$ cat src/tlcs_pkg.sv
package tlcs_pkg;

  // capture sizes
  localparam int MAX_LINE     = 64;
  localparam int NUM_SLOTS    = 6;
  localparam int PREFIX_LEN   = 6;
  localparam int NUM_PREFIXES = 7;

  localparam int BUF_AW     = $clog2(MAX_LINE);
  localparam int LEN_W      = $clog2(MAX_LINE + 1);
  localparam int SLOT_DEPTH = NUM_SLOTS * MAX_LINE;
  localparam int SLOT_AW    = $clog2(SLOT_DEPTH);
  localparam int CMP_W      = (LEN_W > 6) ? LEN_W : 6;
  localparam int SLOT_LEN_MAX = 63;

  localparam logic [2:0] NO_SLOT = 3'd6;

  // character codes
  localparam logic [7:0] CHAR_O  = 8'h4F;
  localparam logic [7:0] CHAR_L  = 8'h4C;
  localparam logic [7:0] CHAR_D  = 8'h44;
  localparam logic [7:0] CHAR_SP = 8'h20;
  localparam logic [7:0] CHAR_NL = 8'h0A;

  // header matcher position
  typedef enum logic [2:0] {
    HDR_SEEK,
    HDR_O,
    HDR_L,
    HDR_D,
    HDR_CAPTURE
  } hdr_e;

  // top level sequencer
  typedef enum logic [2:0] {
    ST_IDLE,
    ST_READ,
    ST_COPY,
    ST_DRAIN,
    ST_EMIT
  } seq_e;

  // outcome of one received byte
  typedef struct packed {
    logic             done;
    logic             dropped;
    logic [2:0]       slot;
    logic [LEN_W-1:0] len;
  } line_evt_t;

  // line buffer write request
  typedef struct packed {
    logic              we;
    logic [BUF_AW-1:0] addr;
    logic [7:0]        data;
  } buf_wr_t;

  // position prefix strings, first character in the top byte
  function automatic logic [8*PREFIX_LEN-1:0] prefix_str(input logic [2:0] p);
    logic [8*PREFIX_LEN-1:0] s;
    begin
      unique case (p)
        3'd0:    s = "00 01 ";
        3'd1:    s = "56 05 ";
        3'd2:    s = "48 05 ";
        3'd3:    s = "80 05 ";
        3'd4:    s = "72 01 ";
        3'd5:    s = "48 06 ";
        3'd6:    s = "40 07 ";
        default: s = '0;
      endcase
      return s;
    end
  endfunction

  function automatic logic [7:0] prefix_char(input logic [2:0] p, input logic [2:0] k);
    logic [8*PREFIX_LEN-1:0] s;
    begin
      s = prefix_str(p);
      return s[(PREFIX_LEN - 1 - int'(k)) * 8 +: 8];
    end
  endfunction

  // both satellite prefixes share one slot
  function automatic logic [2:0] prefix_slot(input logic [2:0] p);
    logic [2:0] s;
    begin
      unique case (p)
        3'd0:    s = 3'd0;
        3'd1:    s = 3'd1;
        3'd2:    s = 3'd1;
        3'd3:    s = 3'd2;
        3'd4:    s = 3'd3;
        3'd5:    s = 3'd4;
        3'd6:    s = 3'd5;
        default: s = NO_SLOT;
      endcase
      return s;
    end
  endfunction

endpackage

$ cat src/tlcs_ram.sv
module tlcs_ram #(
  parameter int Width = 8,
  parameter int Depth = 64
) (
  input  logic                     clk_i,
  input  logic                     we_i,
  input  logic [$clog2(Depth)-1:0] waddr_i,
  input  logic [Width-1:0]         wdata_i,
  input  logic [$clog2(Depth)-1:0] raddr_i,
  output logic [Width-1:0]         rdata_o
);

  logic [Width-1:0] mem_q [Depth];
  logic [Width-1:0] rdata_q;

  // one write port, registered read port
  always_ff @(posedge clk_i) begin
    if (we_i) begin
      mem_q[waddr_i] <= wdata_i;
    end
    rdata_q <= mem_q[raddr_i];
  end

  assign rdata_o = rdata_q;

endmodule

$ cat src/tlcs_capture.sv
module tlcs_capture (
  input  logic               clk_i,
  input  logic               rst_ni,
  input  logic               byte_valid_i,
  input  logic [7:0]         byte_i,
  output tlcs_pkg::line_evt_t evt_o,
  output tlcs_pkg::buf_wr_t  buf_wr_o
);
  import tlcs_pkg::*;

  hdr_e                    hdr_q, hdr_d;
  logic [LEN_W-1:0]        cnt_q, cnt_d;
  logic [NUM_PREFIXES-1:0] match_q, match_d;
  logic [2:0]              hit_slot;

  // header position, line length and prefix match flags
  always_ff @(posedge clk_i or negedge rst_ni) begin
    if (!rst_ni) begin
      hdr_q   <= HDR_SEEK;
      cnt_q   <= '0;
      match_q <= '0;
    end else begin
      hdr_q   <= hdr_d;
      cnt_q   <= cnt_d;
      match_q <= match_d;
    end
  end

  // lowest numbered matching prefix wins
  always_comb begin
    hit_slot = NO_SLOT;
    for (int p = NUM_PREFIXES - 1; p >= 0; p--) begin
      if (match_q[p]) begin
        hit_slot = prefix_slot(3'(p));
      end
    end
  end

  // header matcher and capture
  always_comb begin
    hdr_d         = hdr_q;
    cnt_d         = cnt_q;
    match_d       = match_q;
    evt_o.done    = 1'b0;
    evt_o.dropped = 1'b0;
    evt_o.slot    = NO_SLOT;
    evt_o.len     = '0;
    buf_wr_o.we   = 1'b0;
    buf_wr_o.addr = cnt_q[BUF_AW-1:0];
    buf_wr_o.data = byte_i;
    if (byte_valid_i) begin
      unique case (hdr_q)
        HDR_SEEK: begin
          if (byte_i == CHAR_O) hdr_d = HDR_O;
        end
        HDR_O: begin
          hdr_d = (byte_i == CHAR_L) ? HDR_L : HDR_SEEK;
        end
        HDR_L: begin
          hdr_d = (byte_i == CHAR_D) ? HDR_D : HDR_SEEK;
        end
        HDR_D: begin
          if (byte_i == CHAR_SP) begin
            hdr_d   = HDR_CAPTURE;
            cnt_d   = '0;
            match_d = '1;
          end else begin
            hdr_d = HDR_SEEK;
          end
        end
        HDR_CAPTURE: begin
          if (cnt_q == LEN_W'(MAX_LINE)) begin
            // buffer full: abandon the line
            evt_o.dropped = 1'b1;
            hdr_d         = HDR_SEEK;
          end else begin
            buf_wr_o.we = 1'b1;
            cnt_d       = cnt_q + 1'b1;
            if (cnt_q < LEN_W'(PREFIX_LEN)) begin
              for (int p = 0; p < NUM_PREFIXES; p++) begin
                match_d[p] = match_q[p] & (byte_i == prefix_char(3'(p), cnt_q[2:0]));
              end
            end
            if (byte_i == CHAR_NL) begin
              evt_o.done = 1'b1;
              hdr_d      = HDR_SEEK;
              if (cnt_q >= LEN_W'(PREFIX_LEN)) begin
                evt_o.slot = hit_slot;
                evt_o.len  = cnt_q - LEN_W'(PREFIX_LEN - 1);
              end
            end
          end
        end
        default: hdr_d = HDR_SEEK;
      endcase
    end
  end

  // capture starts with every prefix still possible
  assert property (@(posedge clk_i) disable iff (!rst_ni)
    (byte_valid_i && hdr_q == HDR_D && byte_i == CHAR_SP) |=> (match_q == '1 && cnt_q == '0))
    else $error("capture did not start cleanly");

  assert property (@(posedge clk_i) disable iff (!rst_ni)
    (hdr_q != HDR_CAPTURE) |-> !buf_wr_o.we)
    else $error("line buffer written outside capture");

  assert property (@(posedge clk_i) disable iff (!rst_ni)
    evt_o.slot != NO_SLOT |-> (evt_o.done && evt_o.len != '0))
    else $error("slot chosen without a complete line");

endmodule

$ cat src/tagged_line_capture_and_sort.sv
// channel | direction | valid       | stall       | payload
// in      | to block  | in_valid_i  | in_stall_o  | action_i rx_byte_i slot_select_i char_index_i
// out     | from blk  | out_valid_o | out_stall_i | line_done_o line_slot_o line_dropped_o
//         |           |             |             | read_char_o slot_length_o
//
// a received byte goes IDLE, EMIT; a slot read goes IDLE, READ (slot store read port), EMIT
// a line that lands in a slot goes IDLE, COPY once per byte after the prefix, DRAIN, EMIT, with the
// one-byte-a-cycle copy from the line buffer into the slot store
// one item is processed at a time; the next is taken while a result waits in the output register
// reset is asynchronous, active low, and clears the matcher, the lengths and all handshake state
module tagged_line_capture_and_sort (
  input  logic       clk_i,
  input  logic       rst_ni,
  input  logic       in_valid_i,
  output logic       in_stall_o,
  input  logic       action_i,
  input  logic [7:0] rx_byte_i,
  input  logic [2:0] slot_select_i,
  input  logic [5:0] char_index_i,
  output logic       out_valid_o,
  input  logic       out_stall_i,
  output logic       line_done_o,
  output logic [2:0] line_slot_o,
  output logic       line_dropped_o,
  output logic [7:0] read_char_o,
  output logic [5:0] slot_length_o
);
  import tlcs_pkg::*;

  typedef struct packed {
    logic       line_done;
    logic [2:0] line_slot;
    logic       line_dropped;
    logic [7:0] read_char;
    logic [5:0] slot_length;
  } result_t;

  seq_e              state_q, state_d;
  result_t           res_q, res_d;
  result_t           out_q, out_d;
  logic              out_valid_q, out_valid_d;
  logic [2:0]        sel_q, sel_d;
  logic [5:0]        idx_q, idx_d;
  logic [2:0]        copy_slot_q, copy_slot_d;
  logic [LEN_W-1:0]  copy_end_q, copy_end_d;
  logic [LEN_W-1:0]  cp_q, cp_d;
  logic              wr_pend_q, wr_pend_d;
  logic [BUF_AW-1:0] wr_off_q, wr_off_d;
  logic [LEN_W-1:0]  slot_len_q [NUM_SLOTS];
  logic [LEN_W-1:0]  slot_len_d [NUM_SLOTS];

  logic              in_accept;
  line_evt_t         evt;
  buf_wr_t           buf_wr;
  logic [BUF_AW-1:0] buf_raddr;
  logic [7:0]        buf_rdata;
  logic              slot_we;
  logic [SLOT_AW-1:0] slot_waddr;
  logic [SLOT_AW-1:0] slot_raddr;
  logic [7:0]        slot_rdata;
  logic [LEN_W-1:0]  rd_len;

  assign in_accept  = in_valid_i && !in_stall_o;
  assign in_stall_o = (state_q != ST_IDLE);

  // header matcher and line capture
  tlcs_capture u_capture (
    .clk_i        (clk_i),
    .rst_ni       (rst_ni),
    .byte_valid_i (in_accept && !action_i),
    .byte_i       (rx_byte_i),
    .evt_o        (evt),
    .buf_wr_o     (buf_wr)
  );

  // line buffer
  tlcs_ram #(.Width(8), .Depth(MAX_LINE)) u_line_buf (
    .clk_i   (clk_i),
    .we_i    (buf_wr.we),
    .waddr_i (buf_wr.addr),
    .wdata_i (buf_wr.data),
    .raddr_i (buf_raddr),
    .rdata_o (buf_rdata)
  );

  // slot text store, one row of MAX_LINE bytes per slot
  assign slot_we    = wr_pend_q;
  assign slot_waddr = SLOT_AW'(copy_slot_q) * SLOT_AW'(MAX_LINE) + SLOT_AW'(wr_off_q);
  assign slot_raddr = SLOT_AW'(slot_select_i) * SLOT_AW'(MAX_LINE) + SLOT_AW'(char_index_i);

  tlcs_ram #(.Width(8), .Depth(SLOT_DEPTH)) u_slot_text (
    .clk_i   (clk_i),
    .we_i    (slot_we),
    .waddr_i (slot_waddr),
    .wdata_i (buf_rdata),
    .raddr_i (slot_raddr),
    .rdata_o (slot_rdata)
  );

  // control registers
  always_ff @(posedge clk_i or negedge rst_ni) begin
    if (!rst_ni) begin
      state_q     <= ST_IDLE;
      out_valid_q <= 1'b0;
      wr_pend_q   <= 1'b0;
      for (int s = 0; s < NUM_SLOTS; s++) begin
        slot_len_q[s] <= '0;
      end
    end else begin
      state_q     <= state_d;
      out_valid_q <= out_valid_d;
      wr_pend_q   <= wr_pend_d;
      slot_len_q  <= slot_len_d;
    end
  end

  // payload registers
  always_ff @(posedge clk_i) begin
    res_q       <= res_d;
    out_q       <= out_d;
    sel_q       <= sel_d;
    idx_q       <= idx_d;
    copy_slot_q <= copy_slot_d;
    copy_end_q  <= copy_end_d;
    cp_q        <= cp_d;
    wr_off_q    <= wr_off_d;
  end

  assign rd_len = slot_len_q[sel_q];

  // sequencer: read, line copy and result hand-off
  always_comb begin
    state_d     = state_q;
    res_d       = res_q;
    out_d       = out_q;
    out_valid_d = out_valid_q && out_stall_i;
    sel_d       = sel_q;
    idx_d       = idx_q;
    copy_slot_d = copy_slot_q;
    copy_end_d  = copy_end_q;
    cp_d        = cp_q;
    wr_pend_d   = 1'b0;
    wr_off_d    = wr_off_q;
    slot_len_d  = slot_len_q;
    buf_raddr   = cp_q[BUF_AW-1:0];
    unique case (state_q)
      ST_IDLE: begin
        if (in_accept) begin
          if (action_i) begin
            sel_d   = slot_select_i;
            idx_d   = char_index_i;
            state_d = ST_READ;
          end else begin
            res_d.line_done    = evt.done;
            res_d.line_slot    = evt.slot;
            res_d.line_dropped = evt.dropped;
            res_d.read_char    = '0;
            res_d.slot_length  = '0;
            if (evt.slot != NO_SLOT) begin
              slot_len_d[evt.slot] = evt.len;
              copy_slot_d = evt.slot;
              copy_end_d  = evt.len + LEN_W'(PREFIX_LEN);
              cp_d        = LEN_W'(PREFIX_LEN);
              state_d     = ST_COPY;
            end else begin
              state_d = ST_EMIT;
            end
          end
        end
      end
      ST_READ: begin
        res_d.line_done    = 1'b0;
        res_d.line_slot    = NO_SLOT;
        res_d.line_dropped = 1'b0;
        res_d.read_char    = '0;
        res_d.slot_length  = '0;
        if (sel_q < 3'(NUM_SLOTS)) begin
          res_d.slot_length = (CMP_W'(rd_len) > CMP_W'(SLOT_LEN_MAX)) ?
                              6'(SLOT_LEN_MAX) : 6'(rd_len);
          if (CMP_W'(idx_q) < CMP_W'(rd_len)) begin
            res_d.read_char = slot_rdata;
          end
        end
        state_d = ST_EMIT;
      end
      ST_COPY: begin
        // read one byte, write it into the slot on the next cycle
        wr_pend_d = 1'b1;
        wr_off_d  = BUF_AW'(cp_q - LEN_W'(PREFIX_LEN));
        cp_d      = cp_q + 1'b1;
        if (cp_q == copy_end_q - 1'b1) begin
          state_d = ST_DRAIN;
        end
      end
      ST_DRAIN: begin
        state_d = ST_EMIT;
      end
      ST_EMIT: begin
        if (!out_valid_q || !out_stall_i) begin
          out_d       = res_q;
          out_valid_d = 1'b1;
          state_d     = ST_IDLE;
        end
      end
      default: state_d = ST_IDLE;
    endcase
  end

  assign out_valid_o    = out_valid_q;
  assign line_done_o    = out_q.line_done;
  assign line_slot_o    = out_q.line_slot;
  assign line_dropped_o = out_q.line_dropped;
  assign read_char_o    = out_q.read_char;
  assign slot_length_o  = out_q.slot_length;

  // last copied byte is still to be written when the copy drains
  assert property (@(posedge clk_i) disable iff (!rst_ni)
    (state_q == ST_DRAIN) |-> wr_pend_q)
    else $error("copy drained without a pending write");

  assert property (@(posedge clk_i) disable iff (!rst_ni)
    (state_q == ST_COPY) |-> (cp_q < copy_end_q && copy_slot_q < 3'(NUM_SLOTS)))
    else $error("copy pointer or slot out of range");

  assert property (@(posedge clk_i) disable iff (!rst_ni)
    (out_valid_o && line_slot_o != NO_SLOT) |-> (line_done_o && !line_dropped_o))
    else $error("slot reported without a completed line");

  assert property (@(posedge clk_i) disable iff (!rst_ni)
    (out_valid_o && (read_char_o != '0 || slot_length_o != '0)) |-> !line_done_o)
    else $error("read fields set on a receive transaction");

endmodule

$ cat config.mk
export PLATFORM = sky130hd
export DESIGN_NAME = tagged_line_capture_and_sort
export DESIGN_NICKNAME = d
export VERILOG_FILES = /design/src/tlcs_pkg.sv /design/src/tlcs_ram.sv /design/src/tlcs_capture.sv /design/src/tagged_line_capture_and_sort.sv
export SDC_FILE = /design/constraint.sdc
export NUM_CORES = 2
export LEC_CHECK = 0
export BUFFER_PORTS_ARGS = -buffer_cell sky130_fd_sc_hd__buf_2
export CORE_ASPECT_RATIO = 0.8
export CORE_MARGIN = 1
export CORE_UTILIZATION = 35
export DETAILED_ROUTE_END_ITERATION = 10
export PLACE_DENSITY_LB_ADDON = 0.3
export SLEW_MARGIN = 10
export SYNTH_ARGS = -nofsm -noshare
export SYNTH_HDL_FRONTEND = slang
export SYNTH_SLANG_ARGS = --single-unit
export TNS_END_PERCENT = 5
$ cat constraint.sdc
create_clock -name clk_i -period 6.6 [get_ports clk_i]
set_clock_uncertainty 0.15 [all_clocks]
set_input_delay 1.32 -clock clk_i [delete_from_list [all_inputs] [get_ports clk_i]]
set_output_delay 1.32 -clock clk_i [all_outputs]
set_load 0.05 [all_outputs]
==> metrics <==
status complete, but fails checks; failing checks DRC; die area about 420,000 µm²; Crit-path slowest cell a2111oi_0; Hold WC Path Type reg2reg; DRT Wirelength roughly 370,000 µm; slew at the pin closest to its max-slew limit ~1300 ps; dpl hpwl around 220,000 µm; clock root buffer clkbuf_16; fill cell count 36,400; Layout Cells excl Fill around 13,000; Clk Latency, worst-skew pair just under 1000 ps; Worst EP required 7290 ps; Starting Density roughly a third; Nets roughly 7,200; Wirelength per Cell about 28 µm; Peak VDD IR around 0.2 mV; clock slew at reported path FFs roughly 60 ps; Yosys reg bits roughly 3,700; Total Neg Setup Slack 0 ps; DRT Pass-1 Iters 8; die height between 500 and 600 µm; largest net degree at the start of global routing approximately 210; vias after detailed routing just over 70,000; first-pass GRT wire length roughly 530,000 µm; Post-Synthesis Cell Area between 100,000 and 150,000 µm²; Hold Buf Count CTS 0; # resized after CTS 0; num ports 43; EDFF count, synth roughly 3,700; critical-path cell list buf_6 -> buf_4 -> and3b_1 -> a21oi_1 -> o41ai_1 -> a2111oi_0 -> nor4_1 -> buf_4 -> a221o_1; grt ovf 0; CORE AREA 413,000 µm²; vias per cell about 5.5; Num CTS Buffers approximately 370; critical path depth 9; CP Launch Type input port; post-synthesis area per instance ~21 µm²; crit path max fanout 34; layout cells sized above 1 22.5%; placed cell count around 12,000; postcts setup bufs 0; Die X approximately 720 µm; MaxCap Viol Count 0; Reg2Reg Depth 7; post-layout minimum cycle time 4560 ps; register area share after synthesis between 70% and 80%; Distinct cells, synth 74; final setup fails 0; initial DRC count between 8,000 and 9,000; Primary FF master, synth edfxtp_1; CP Capture Type flop; post-synthesis async set-or-reset flop share between 1.5 and 2%; PortBufs 42; worst hold margin between 200 and 300 ps; Mapped Cells about 7,000; Worst path max stage delay around 890 ps; hold path cells 0; CTS max path bufs 4; CTS tree yes; critical path buffer and inverter count 3; most used cell along the critical path buf_4; H-tree depth 5; post-detailed-route count of antenna-violating nets 0; CTS Sinks 3,734; YS warnings 0; GP Congestion just over 0.8; max-slew violations 0; RSZ-0062 raised after global routing false; vias in the first global route 70,700; class of the most critical setup path in2reg; Final Hold Viols 0; Worst Path Arrival roughly 5300 ps; Final Cycle Share 69.1%; GRT Total Usage between 10% and 20%; fmax ~0.22 GHz; synth-to-layout area growth 13.3%; Net Count, Synth a little over 7,000; max_slew headroom ~16%; power per standard cell area just under 300 nW/µm²; Std-Cell Rows between 200 and 250; number of remaining DRC errors 16; Top delay family on crit path compound AO/OA/AOI/OAI gates; P_leak 0.0509 µW; initial antenna violation count 27
## metrics by stage
| stage | total power [µW] | util [%] | instance area [µm²] | worst slack (ps) |
|---|---|---|---|---|
| global placement | 27700 | 36.9 | 152000 | 1150 |
| detailed placement | 27700 | 36.9 | 152000 | 1180 |
| CTS | 48900 | 39.8 | 164000 | 2210 |
| finish | 48500 | 39.8 | 164000 | 2040 |
| floorplan | 27100 | - | 145000 | 331 |
| global route | 49800 | 39.8 | 164000 | 1900 |
## kinds of logic (layout without fill, tap and decap cells)
logic type	after synthesis	in the layout	share of synthesized area (%)
AOI/OAI and AO/OA	607	607	3.11
xor gates and xnor gates	39	39	0.235
adders and majority gates	18	18	0.155
buffers and inverters	445	908	1.43
DFF	3734	3734	76.9
muxes	1168	1168	15.1
other	0	6	0
and+or+nand+nor	999	999	3.01
## worst paths after layout
| kind | from | endpoint | slack [ps] |
|---|---|---|---|
| max in group asynchronous | rst_ni | slot_we$_DFF_PN0_ | 5330 |
| min in group asynchronous | rst_ni | slot_len_q[14]$_DFFE_PN0P_ | 400 |
| worst max-delay path | slot_select_i[1] | u_slot_text.rdata_o[4]$_DFF_P_ | 2040 |
| worst min register to register | res_q[17]$_SDFFCE_PN1P_ | line_slot_o[2]$_DFFE_PP_ | 270 |
| worst min-delay path | res_q[17]$_SDFFCE_PN1P_ | line_slot_o[2]$_DFFE_PP_ | 270 |
| worst max register to register | u_capture.cnt_q[0]$_DFFE_PN0P_ | slot_len_q[7]$_DFFE_PN0P_ | 2270 |
## power breakdown
group	switching [µW]	internal, µW
clock	9120	12200
sequential	16.6	25700
combinational	926	598
total	10100	38500
## synth_stat cells, types with 18 or more instances
cell	number	share of area, %
clkbuf_1	201	0.52
o221ai_1	40	0.24
mux2_2	65	0.50
nor2b_1	75	0.32
inv_1	30	0.078
edfxtp_1	3654	76
nand3_1	51	0.18
o21ai_0	57	0.20
a211oi_1	57	0.29
xnor2_1	18	0.11
nand2_1	178	0.46
nor4_1	20	0.086
xor2_1	21	0.13
a22o_1	56	0.34
buf_1	38	0.098
a211o_1	40	0.24
a22oi_1	109	0.56
o31ai_1	22	0.11
buf_2	137	0.47
nor3_1	31	0.11
a2111oi_0	36	0.22
ha_1	18	0.16
a21oi_1	58	0.20
dfrtp_1	64	1.1
mux2i_1	290	2.0
mux4_2	813	13
o22ai_1	65	0.28
buf_6	20	0.16
nor2_1	559	1.4
## area by class of cell
cell class                 instances  area [µm²]  share of cell area [%]
clock buffer                     447        9620                    5.85
sequential                      3734      112000                    67.9
tap                             5538        6930                    4.21
timing repair buffer             213        2000                    1.22
antenna                            6        15.0                 0.00913
inverter                          31         116                  0.0708
multi-input combinational       2831       31500                    19.2
clock inverter                   217        2490                    1.51
## metal layers
| metal | wire (µm) | vias up | GRT usage (%) |
|---|---|---|---|
| li1 | - | 29400 | - |
| met4 | 6290 | 4 | 3.34 |
| met3 | 35500 | 444 | 3.88 |
| met1 | 166000 | 38300 | 26.6 |
| met2 | 161000 | 3142 | 25.1 |
| met5 | 25 | - | 0 |
## registers in the layout (all words and copies together) (netlist names), 6 cells and up
name and cells:
u_line_buf.rdata_o 8, u_slot_text.rdata_o 8, u_slot_text.mem_q 3072, read_char_o 8
cp_q 7, res_q 19, u_capture.match_q 7, copy_end_q 7
slot_len_q 42, slot_length_o 6, idx_q 6, wr_off_q 6
u_capture.cnt_q 7, u_line_buf.mem_q 512
## cells in the final DEF, fill, tap and decap left out, types with 18 or more instances in the layout
cell	count
a2111oi_0	36
buf_12	38
clkbuf_1	72
clkinv_1	64
edfxtp_1	3654
nor2b_1	70
nor3_1	31
a211o_1	40
xnor2_1	18
a211oi_1	57
nor4_1	20
o22ai_1	65
o31ai_1	22
mux4_2	813
nand2_1	165
o221ai_1	40
a22oi_1	109
mux2_2	65
nand3_1	46
dfrtp_1	64
buf_4	134
xor2_1	21
a22o_1	56
mux2i_1	290
o21ai_0	57
a21oi_1	56
clkbuf_16	372
inv_1	29
nor2_1	555
ha_1	18
clkinv_2	66
bufinv_16	45
buf_2	38
(Power assumes the default switching activity.)
